`src/lc_pkg.sv`:
```
package lc_pkg;

  // Response store size and derived widths
  localparam int MAX_TAPS = 32;
  localparam int TAP_W    = $clog2(MAX_TAPS);
  localparam int CNT_W    = $clog2(MAX_TAPS + 1);

  // Sample, product and accumulator widths
  localparam int SMP_W  = 16;
  localparam int PROD_W = 2 * SMP_W;
  localparam int ACC_W  = 40;

  // Command queue between front and back (power of two)
  localparam int QUEUE_DEPTH = 4;
  localparam int QPTR_W      = $clog2(QUEUE_DEPTH);
  localparam int QCNT_W      = $clog2(QUEUE_DEPTH + 1);

  // Input mode codes
  localparam logic [1:0] MODE_LOAD   = 2'd0;
  localparam logic [1:0] MODE_SAMPLE = 2'd1;
  localparam logic [1:0] MODE_CLEAR  = 2'd2;

  typedef enum logic [1:0] {
    CMD_LOAD,
    CMD_SAMPLE,
    CMD_CLEAR
  } cmd_e;

  typedef struct packed {
    cmd_e                    cmd;
    logic signed [SMP_W-1:0] value;
    logic                    last;
  } lc_item_t;

  typedef struct packed {
    logic full;
    logic empty;
  } lc_qstat_t;

endpackage

```
`src/lc_queue.sv`:
```
module lc_queue
  import lc_pkg::*;
(
  input  logic      clk_i,
  input  logic      rst_ni,
  input  logic      push_i,
  input  lc_item_t  push_item_i,
  input  logic      pop_i,
  output lc_item_t  pop_item_o,
  output lc_qstat_t stat_o
);

  lc_item_t            mem_q [QUEUE_DEPTH];
  logic [QPTR_W-1:0]   wr_ptr_q, rd_ptr_q;
  logic [QCNT_W-1:0]   count_q;

  assign stat_o.full  = (count_q == QCNT_W'(QUEUE_DEPTH));
  assign stat_o.empty = (count_q == '0);
  assign pop_item_o   = mem_q[rd_ptr_q];

  // Store pushed commands
  always_ff @(posedge clk_i) begin
    if (push_i) begin
      mem_q[wr_ptr_q] <= push_item_i;
    end
  end

  // Advance pointers and occupancy
  always_ff @(posedge clk_i or negedge rst_ni) begin
    if (!rst_ni) begin
      wr_ptr_q <= '0;
      rd_ptr_q <= '0;
      count_q  <= '0;
    end else begin
      if (push_i) begin
        wr_ptr_q <= wr_ptr_q + 1'b1;
      end
      if (pop_i) begin
        rd_ptr_q <= rd_ptr_q + 1'b1;
      end
      if (push_i && !pop_i) begin
        count_q <= count_q + 1'b1;
      end else if (pop_i && !push_i) begin
        count_q <= count_q - 1'b1;
      end
    end
  end

endmodule

```
`src/lc_front.sv`:
```
module lc_front
  import lc_pkg::*;
(
  input  logic              in_valid_i,
  output logic              in_stall_o,
  input  logic [1:0]        mode_i,
  input  logic signed [SMP_W-1:0] sample_value_i,
  input  logic              last_item_i,
  input  lc_qstat_t         qstat_i,
  output logic              push_o,
  output lc_item_t          push_item_o
);

  logic accept;
  logic known;

  // Hold the input off while the queue is full
  assign in_stall_o = qstat_i.full;
  assign accept     = in_valid_i && !qstat_i.full;

  // Classify the transaction; drop unknown modes
  always_comb begin
    known            = 1'b1;
    push_item_o.cmd   = CMD_SAMPLE;
    push_item_o.value = sample_value_i;
    push_item_o.last  = last_item_i;
    unique case (mode_i)
      MODE_LOAD:   push_item_o.cmd = CMD_LOAD;
      MODE_SAMPLE: push_item_o.cmd = CMD_SAMPLE;
      MODE_CLEAR:  push_item_o.cmd = CMD_CLEAR;
      default:     known = 1'b0;
    endcase
  end

  assign push_o = accept && known;

endmodule

```
`src/lc_back.sv`:
```
module lc_back
  import lc_pkg::*;
(
  input  logic                    clk_i,
  input  logic                    rst_ni,
  input  lc_qstat_t               qstat_i,
  input  lc_item_t                item_i,
  output logic                    pop_o,
  output logic                    out_valid_o,
  input  logic                    out_stall_i,
  output logic signed [ACC_W-1:0] out_value_o,
  output logic                    last_result_o
);

  typedef enum logic [2:0] {
    ST_IDLE = 3'b001,
    ST_RUN  = 3'b010,
    ST_EMIT = 3'b100
  } st_e;

  st_e                      state_q, state_d;
  logic [CNT_W-1:0]         tap_cnt_q, tap_cnt_d;
  logic [CNT_W-1:0]         extra_q, extra_d;
  logic [CNT_W-1:0]         k_q, k_d;
  logic                     last_q, last_d;
  logic                     v1_q, v1_d, v2_q, v2_d;
  logic signed [ACC_W-1:0]  acc_q, acc_d;
  logic                     out_valid_q;
  logic signed [ACC_W-1:0]  out_value_q;
  logic                     out_last_q;
  logic signed [SMP_W-1:0]  dline_q [MAX_TAPS];

  logic signed [SMP_W-1:0]  coef_mem [MAX_TAPS];
  logic signed [SMP_W-1:0]  coef_rd_q, dly_q;
  logic signed [PROD_W-1:0] prod_q;

  logic                     issue, mem_we, shift_en, clr_dline, out_load, out_taken;
  logic signed [SMP_W-1:0]  shift_val;

  assign issue     = (k_q < tap_cnt_q);
  assign out_taken = out_valid_q && !out_stall_i;

  // Sequence commands and the tap walk
  always_comb begin
    state_d   = state_q;
    tap_cnt_d = tap_cnt_q;
    extra_d   = extra_q;
    k_d       = k_q;
    last_d    = last_q;
    v1_d      = 1'b0;
    v2_d      = 1'b0;
    acc_d     = acc_q;
    pop_o     = 1'b0;
    mem_we    = 1'b0;
    shift_en  = 1'b0;
    shift_val = '0;
    clr_dline = 1'b0;
    out_load  = 1'b0;
    unique case (state_q)
      ST_IDLE: begin
        if (!qstat_i.empty) begin
          pop_o = 1'b1;
          unique case (item_i.cmd)
            CMD_LOAD: begin
              if (tap_cnt_q < CNT_W'(MAX_TAPS)) begin
                mem_we    = 1'b1;
                tap_cnt_d = tap_cnt_q + 1'b1;
              end
            end
            CMD_CLEAR: begin
              tap_cnt_d = '0;
            end
            CMD_SAMPLE: begin
              shift_en  = 1'b1;
              shift_val = item_i.value;
              last_d    = item_i.last;
              extra_d   = (item_i.last && tap_cnt_q != '0) ? tap_cnt_q - 1'b1 : '0;
              k_d       = '0;
              acc_d     = '0;
              state_d   = ST_RUN;
            end
            default: ;
          endcase
        end
      end
      ST_RUN: begin
        if (issue) begin
          k_d = k_q + 1'b1;
        end
        v1_d = issue;
        v2_d = v1_q;
        if (v2_q) begin
          acc_d = acc_q + ACC_W'(prod_q);
        end
        if (!issue && !v1_q && !v2_q) begin
          state_d = ST_EMIT;
        end
      end
      ST_EMIT: begin
        if (!out_valid_q || out_taken) begin
          out_load = 1'b1;
          if (extra_q != '0) begin
            // Flush with a zero sample for the tail of the sequence
            extra_d  = extra_q - 1'b1;
            shift_en = 1'b1;
            k_d      = '0;
            acc_d    = '0;
            state_d  = ST_RUN;
          end else begin
            clr_dline = last_q;
            state_d   = ST_IDLE;
          end
        end
      end
      default: state_d = ST_IDLE;
    endcase
  end

  // Control registers
  always_ff @(posedge clk_i or negedge rst_ni) begin
    if (!rst_ni) begin
      state_q     <= ST_IDLE;
      tap_cnt_q   <= '0;
      extra_q     <= '0;
      k_q         <= '0;
      last_q      <= 1'b0;
      v1_q        <= 1'b0;
      v2_q        <= 1'b0;
      acc_q       <= '0;
      out_valid_q <= 1'b0;
    end else begin
      state_q   <= state_d;
      tap_cnt_q <= tap_cnt_d;
      extra_q   <= extra_d;
      k_q       <= k_d;
      last_q    <= last_d;
      v1_q      <= v1_d;
      v2_q      <= v2_d;
      acc_q     <= acc_d;
      if (out_load) begin
        out_valid_q <= 1'b1;
      end else if (out_taken) begin
        out_valid_q <= 1'b0;
      end
    end
  end

  // Delay line: shift in at entry 0, clear after a sequence ends
  always_ff @(posedge clk_i or negedge rst_ni) begin
    if (!rst_ni) begin
      for (int i = 0; i < MAX_TAPS; i++) begin
        dline_q[i] <= '0;
      end
    end else if (clr_dline) begin
      for (int i = 0; i < MAX_TAPS; i++) begin
        dline_q[i] <= '0;
      end
    end else if (shift_en) begin
      dline_q[0] <= shift_val;
      for (int i = 1; i < MAX_TAPS; i++) begin
        dline_q[i] <= dline_q[i-1];
      end
    end
  end

  // Coefficient store, operand fetch and multiply
  always_ff @(posedge clk_i) begin
    if (mem_we) begin
      coef_mem[tap_cnt_q[TAP_W-1:0]] <= item_i.value;
    end
    coef_rd_q <= coef_mem[k_q[TAP_W-1:0]];
    dly_q     <= dline_q[k_q[TAP_W-1:0]];
    prod_q    <= PROD_W'(coef_rd_q) * PROD_W'(dly_q);
  end

  // Output register
  always_ff @(posedge clk_i) begin
    if (out_load) begin
      out_value_q <= acc_q;
      out_last_q  <= last_q && (extra_q == '0);
    end
  end

  assign out_valid_o   = out_valid_q;
  assign out_value_o   = out_value_q;
  assign last_result_o = out_last_q;

endmodule

```
`src/linear_convolution.sv`:
```
// Full linear convolution of a Q1.15 sample stream with a loaded response of up
// to 32 Q1.15 coefficients, giving Q10.30 sums. Mode 0 transactions append a
// coefficient (ignored once the store is full), mode 2 empties the response,
// mode 1 pushes a sample and yields one sum; a sample marked last also yields
// tap_count-1 tail sums over zero samples, the final one marked last, and the
// delay line is then cleared. Mode 3 is accepted and dropped. Transactions
// enter a four-entry command queue, so input keeps flowing while results wait, until the queue is full.
// Loads and clears are taken from the queue in the idle state. With a loaded
// response a single shared multiply-accumulate walks the coefficient store one
// tap per cycle through the operand registers, the product register and the
// accumulator; the sequencer then sees the walk done and hands the sum to the
// output register. A sample's first sum also waits for its command to leave the
// queue, and a sum the receiver still holds stalls the next one.
module linear_convolution
  import lc_pkg::*;
(
  input  logic                    clk_i,
  input  logic                    rst_ni,
  input  logic                    in_valid_i,
  output logic                    in_stall_o,
  input  logic [1:0]              mode_i,
  input  logic signed [SMP_W-1:0] sample_value_i,
  input  logic                    last_item_i,
  output logic                    out_valid_o,
  input  logic                    out_stall_i,
  output logic signed [ACC_W-1:0] out_value_o,
  output logic                    last_result_o
);

  lc_qstat_t qstat;
  logic      push, pop;
  lc_item_t  push_item, pop_item;

  lc_front u_front (
    .in_valid_i     (in_valid_i),
    .in_stall_o     (in_stall_o),
    .mode_i         (mode_i),
    .sample_value_i (sample_value_i),
    .last_item_i    (last_item_i),
    .qstat_i        (qstat),
    .push_o         (push),
    .push_item_o    (push_item)
  );

  lc_queue u_queue (
    .clk_i       (clk_i),
    .rst_ni      (rst_ni),
    .push_i      (push),
    .push_item_i (push_item),
    .pop_i       (pop),
    .pop_item_o  (pop_item),
    .stat_o      (qstat)
  );

  lc_back u_back (
    .clk_i         (clk_i),
    .rst_ni        (rst_ni),
    .qstat_i       (qstat),
    .item_i        (pop_item),
    .pop_o         (pop),
    .out_valid_o   (out_valid_o),
    .out_stall_i   (out_stall_i),
    .out_value_o   (out_value_o),
    .last_result_o (last_result_o)
  );

endmodule

```
`config.mk`:
```
export PLATFORM = sky130hd
export DESIGN_NAME = linear_convolution
export DESIGN_NICKNAME = d
export VERILOG_FILES = /design/src/lc_pkg.sv /design/src/lc_queue.sv /design/src/lc_front.sv /design/src/lc_back.sv /design/src/linear_convolution.sv
export SDC_FILE = /design/constraint.sdc
export NUM_CORES = 2
export LEC_CHECK = 0
export ABC_AREA = 1
export BUFFER_PORTS_ARGS = -buffer_cell sky130_fd_sc_hd__buf_4
export CORE_MARGIN = 5
export CORE_UTILIZATION = 45
export CTS_CLUSTER_DIAMETER = 30
export DETAILED_ROUTE_END_ITERATION = 6
export GPL_ROUTABILITY_DRIVEN = 1
export PLACE_DENSITY = 0.58
export SLEW_MARGIN = 5
export SYNTH_ARGS = -nofsm -noshare
export SYNTH_HDL_FRONTEND = slang
export SYNTH_SLANG_ARGS = --single-unit
```
`constraint.sdc`:
```
create_clock -name clk_i -period 15.8 [get_ports clk_i]
set_clock_uncertainty 0.1 [all_clocks]
set_input_delay 2.37 -clock clk_i [delete_from_list [all_inputs] [get_ports clk_i]]
set_output_delay 2.37 -clock clk_i [all_outputs]
set_load 0.01 [all_outputs]
```
==> summary.md <==
| Metric | Value |
|---|---|
| Share of cells above drive strength 1 | 9.67% |
| Worst r2r dst | u_back.prod_q[31]$_DFF_P_ |
| Slew Viols, Final | 0 |
| DR DRC count | 0 |
| Post-Route WL | 178000 um |
| Async S/R FF share, synth | 45.7% |
| Post-synth top area share | 28.6% |
| Syn avg cell area | 9.41 um^2 |
| HP Class | reg2reg |
| GPL Wtd Cong | 0.886 |
| Design area | 78200 um^2 |
| Largest family of logic cells by synthesized area | simple AND/OR/NAND/NOR gates |
| Postcts setup bufs | 0 |
| Grt peak-use layer | met2 |
| First-pass GRT wire length | 283000 um |
| Syn_nets | 7442 |
| Synth unique cells | 46 |
| Clock sink count | 1277 |
| Synth Area in XOR/XNOR | 0.743% |
| R2r setup slk | 9580 ps |
| Met1 GRT Util | 32.0% |
| Max Fclk | 0.161 GHz |
| Inserted Diodes | 0 |
| Total track usage | 23.2% |
| DP Worst Slack | 9200 ps |
| Clock slew at reported path FFs | 40 ps |
| Final WS setup | 9580 ps |
| Arrival time worst endpoint | 6840 ps |
| Sequential area share after synthesis | 52.7% |
| Initial antenna violation count | 2 |
| Post_cts resized | 0 |
| Die height | 393 um |
| Mapped cell area | 66000 um^2 |
| Mux cell area share after synthesis | 0.0171% |
| Unrepaired setup endpoints after global routing | no |
| Synth Area in Adders | 10.6% |
| Routed len/inst | 19.3 um |
| Hold path cells | 2 |
| Slew @ Worst Pin | 1190 ps |
| Root buffer cell | clkbuf_16 |
| CTS tree | yes |
| Skew-Pair Late Insertion Delay | 920 ps |
| Number of vias per cell | 5.41 |
| Period Utilization, post-route | 39.4% |
| Grt met2 use | 37.1% |
| EDFF count, synth | 629 |
| Top post-synthesis cells by area | edfxtp_1 29%, dfrtp_1 22%, fa_1 8.0% |
| Nets | 7492 |
| Setup TNS | 0 ps |
| Die footprint | 154000 um^2 |
| Number of setup violations in the final report | 0 |
| Fill count | 12914 |
| Placed instance area | 68100 um^2 |
| Met3 layer usage reported by global route | 4.42% |
| Chip width | 393 um |
| Core footprint | 146000 um^2 |
| Post-Synth Simple-Gate Area | 14.5% |
| Largest net degree at the start of global routing | 224 |
| Cell taking the most area after synthesis | edfxtp_1 |
| R2r startpoint | u_back.dly_q[4]$_DFF_P_ |
| H-tree levels | 5 |
| CP startpoint | u_back.dly_q[4]$_DFF_P_ |
| Slew HR | 20.6% |
| Startpoint types | flip-flop |
| Critical Path RT | 16410 ps |
| Crit Path Class | reg2reg |
| Clock buffer depth | 4 |
| 1st-iter DRT viols | 4413 |
| CTS Buf Count | 309 |
| Area Overhead vs Synth | 18.4% |
| Final Hold Vio Count | 0 |
| Core Rows | 140 |
| Synth Register Bits | 1277 |
| Compound-Gate Fraction of Synth Area | 13.3% |
| Worst Setup EP | u_back.prod_q[31]$_DFF_P_ |
| Number of detailed-route iterations in the first pass | 5 |
| Main synth FF type | edfxtp_1 |
| Status | completed |
| Via count | 49867 |
| HPWL Detailed | 103000 um |
| Hold-fix buffers at CTS | 0 |
| Worst Path Max Fanout | 16 |
| GRT overflow | 0 |
| Post-layout min period | 6220 ps |
| I/O pin total | 66 |
| Cells after Synth | 7018 |
| Reg2reg path depth | 20 |
| Vias in the first global route | 50145 |
| Starting Density | 45.3% |
| I/O Buffers | 65 |
| Worst Setup End Kind | flip-flop |
| Synth warn | 0 |
| Max_cap viols | 0 |
| Final antenna-violating net count | 0 |
==> per-layer routing <==
layer | share of wire, % | up-vias
li1 | - | 23458
met4 | 2.5 | 0
met5 | 0 | -
met2 | 47 | 1430
met1 | 45 | 24657
met3 | 5.9 | 322
==> flip-flops by register name (all words and copies together), names as in the netlist, 6 cells and up <==
signal              cells
u_queue.mem_q          76
u_back.dly_q           16
u_back.out_value_o     40
u_back.extra_q          6
u_back.k_q              6
u_back.coef_mem       512
u_back.acc_q           40
u_back.coef_rd_q       16
u_back.dline_q        512
u_back.tap_cnt_q        6
u_back.prod_q          32
==> Yosys cell counts (98+ instances only) <==
cell type / number
dfrtp_1: 583
inv_1: 933
edfxtp_1: 629
o21ai_0: 668
nand2_1: 1284
o22ai_1: 185
a21oi_1: 235
nor2_1: 570
o21ai_1: 235
clkbuf_1: 278
fa_1: 264
o211ai_1: 98
nand3_1: 388
ha_1: 137
==> final cells by class <==
class                   count  area (um^2)  share of cell area [%]
clock inverters           164         1760                    2.25
inverters                 945         3570                    4.57
well taps                1917         2400                    3.07
clock buffers             372         8350                    10.7
repair buffers            162         1300                    1.66
multi-input cells        4373        26000                    33.3
flip-flops and latches   1277        34800                    44.5
==> metrics by stage <==
step,hold WS (ps),std cells,utilization (%)
floorplan,351,7018,-
global placement,368,8674,46.7
detailed placement,373,8674,46.7
CTS,376,9210,53.6
global route,393,9210,53.6
finish,375,9210,53.6
==> how the worst min path moves through the flow <==
stage	from	endpoint
after floorplan	u_back.acc_q[0]$_DFFE_PN0P_	u_back.out_value_o[0]$_DFFE_PP_
after global placement	u_back.acc_q[36]$_DFFE_PN0P_	u_back.out_value_o[36]$_DFFE_PP_
after detailed placement	u_back.acc_q[30]$_DFFE_PN0P_	u_back.out_value_o[30]$_DFFE_PP_
after CTS	u_back.dline_q[146]$_DFFE_PN0P_	u_back.dline_q[130]$_DFFE_PN0P_
after global routing	u_back.acc_q[36]$_DFFE_PN0P_	u_back.out_value_o[36]$_DFFE_PP_
final	u_back.dline_q[146]$_DFFE_PN0P_	u_back.dline_q[130]$_DFFE_PN0P_
==> cell usage in the layout (no fill, tap or decap), types with 7 or more instances in the layout <==
master,synthesis,final
clkinv_1,3,16
o22ai_1,185,169
nor2_1,570,569
clkbuf_8,0,27
xnor2_1,21,21
nand3b_1,16,16
dfrtp_1,583,580
fa_1,264,264
clkinv_4,0,18
o211ai_1,98,98
nand2_1,1284,1283
xor2_1,35,35
o21ai_0,668,668
a22o_1,57,57
nand4_1,47,47
o21bai_1,8,8
clkinv_2,0,56
a21oi_1,235,235
dfxtp_1,64,64
inv_6,0,9
buf_4,10,155
edfxtp_1,629,629
bufinv_16,0,29
nand3_1,388,387
clkinvlp_4,0,34
nor3_1,15,14
clkbuf_1,278,31
inv_2,9,7
o31ai_1,76,76
inv_1,933,931
ha_1,137,137
clkbuf_16,0,314
o22ai_2,0,16
o21ai_1,235,235
==> critical path, cell delays in order (launching register included) <==
cell and delay (ps):
dfxtp_1 780, nand2_1 200, fa_1 630, inv_1 70, fa_1 670, inv_1 200, fa_1 620, fa_1 470
fa_1 470, fa_1 500, inv_1 40, ha_1 330, inv_1 80, nor3_1 300, nand2_1 110, nor3_1 140
nand2_1 70, o211ai_1 130, inv_1 60, nand2_1 60, nand2_1 50
==> cell families after synthesis <==
group,Yosys count
AOI/OAI and AO/OA,1574
xor gates and xnor gates,56
adders and majority gates,401
buffers and inverters,1368
DFF,1277
muxes,1
and+or+nand+nor,2341
Power is not shown: default switching activity piles up to over one toggle a cycle in this logic, so the estimate is an artifact.
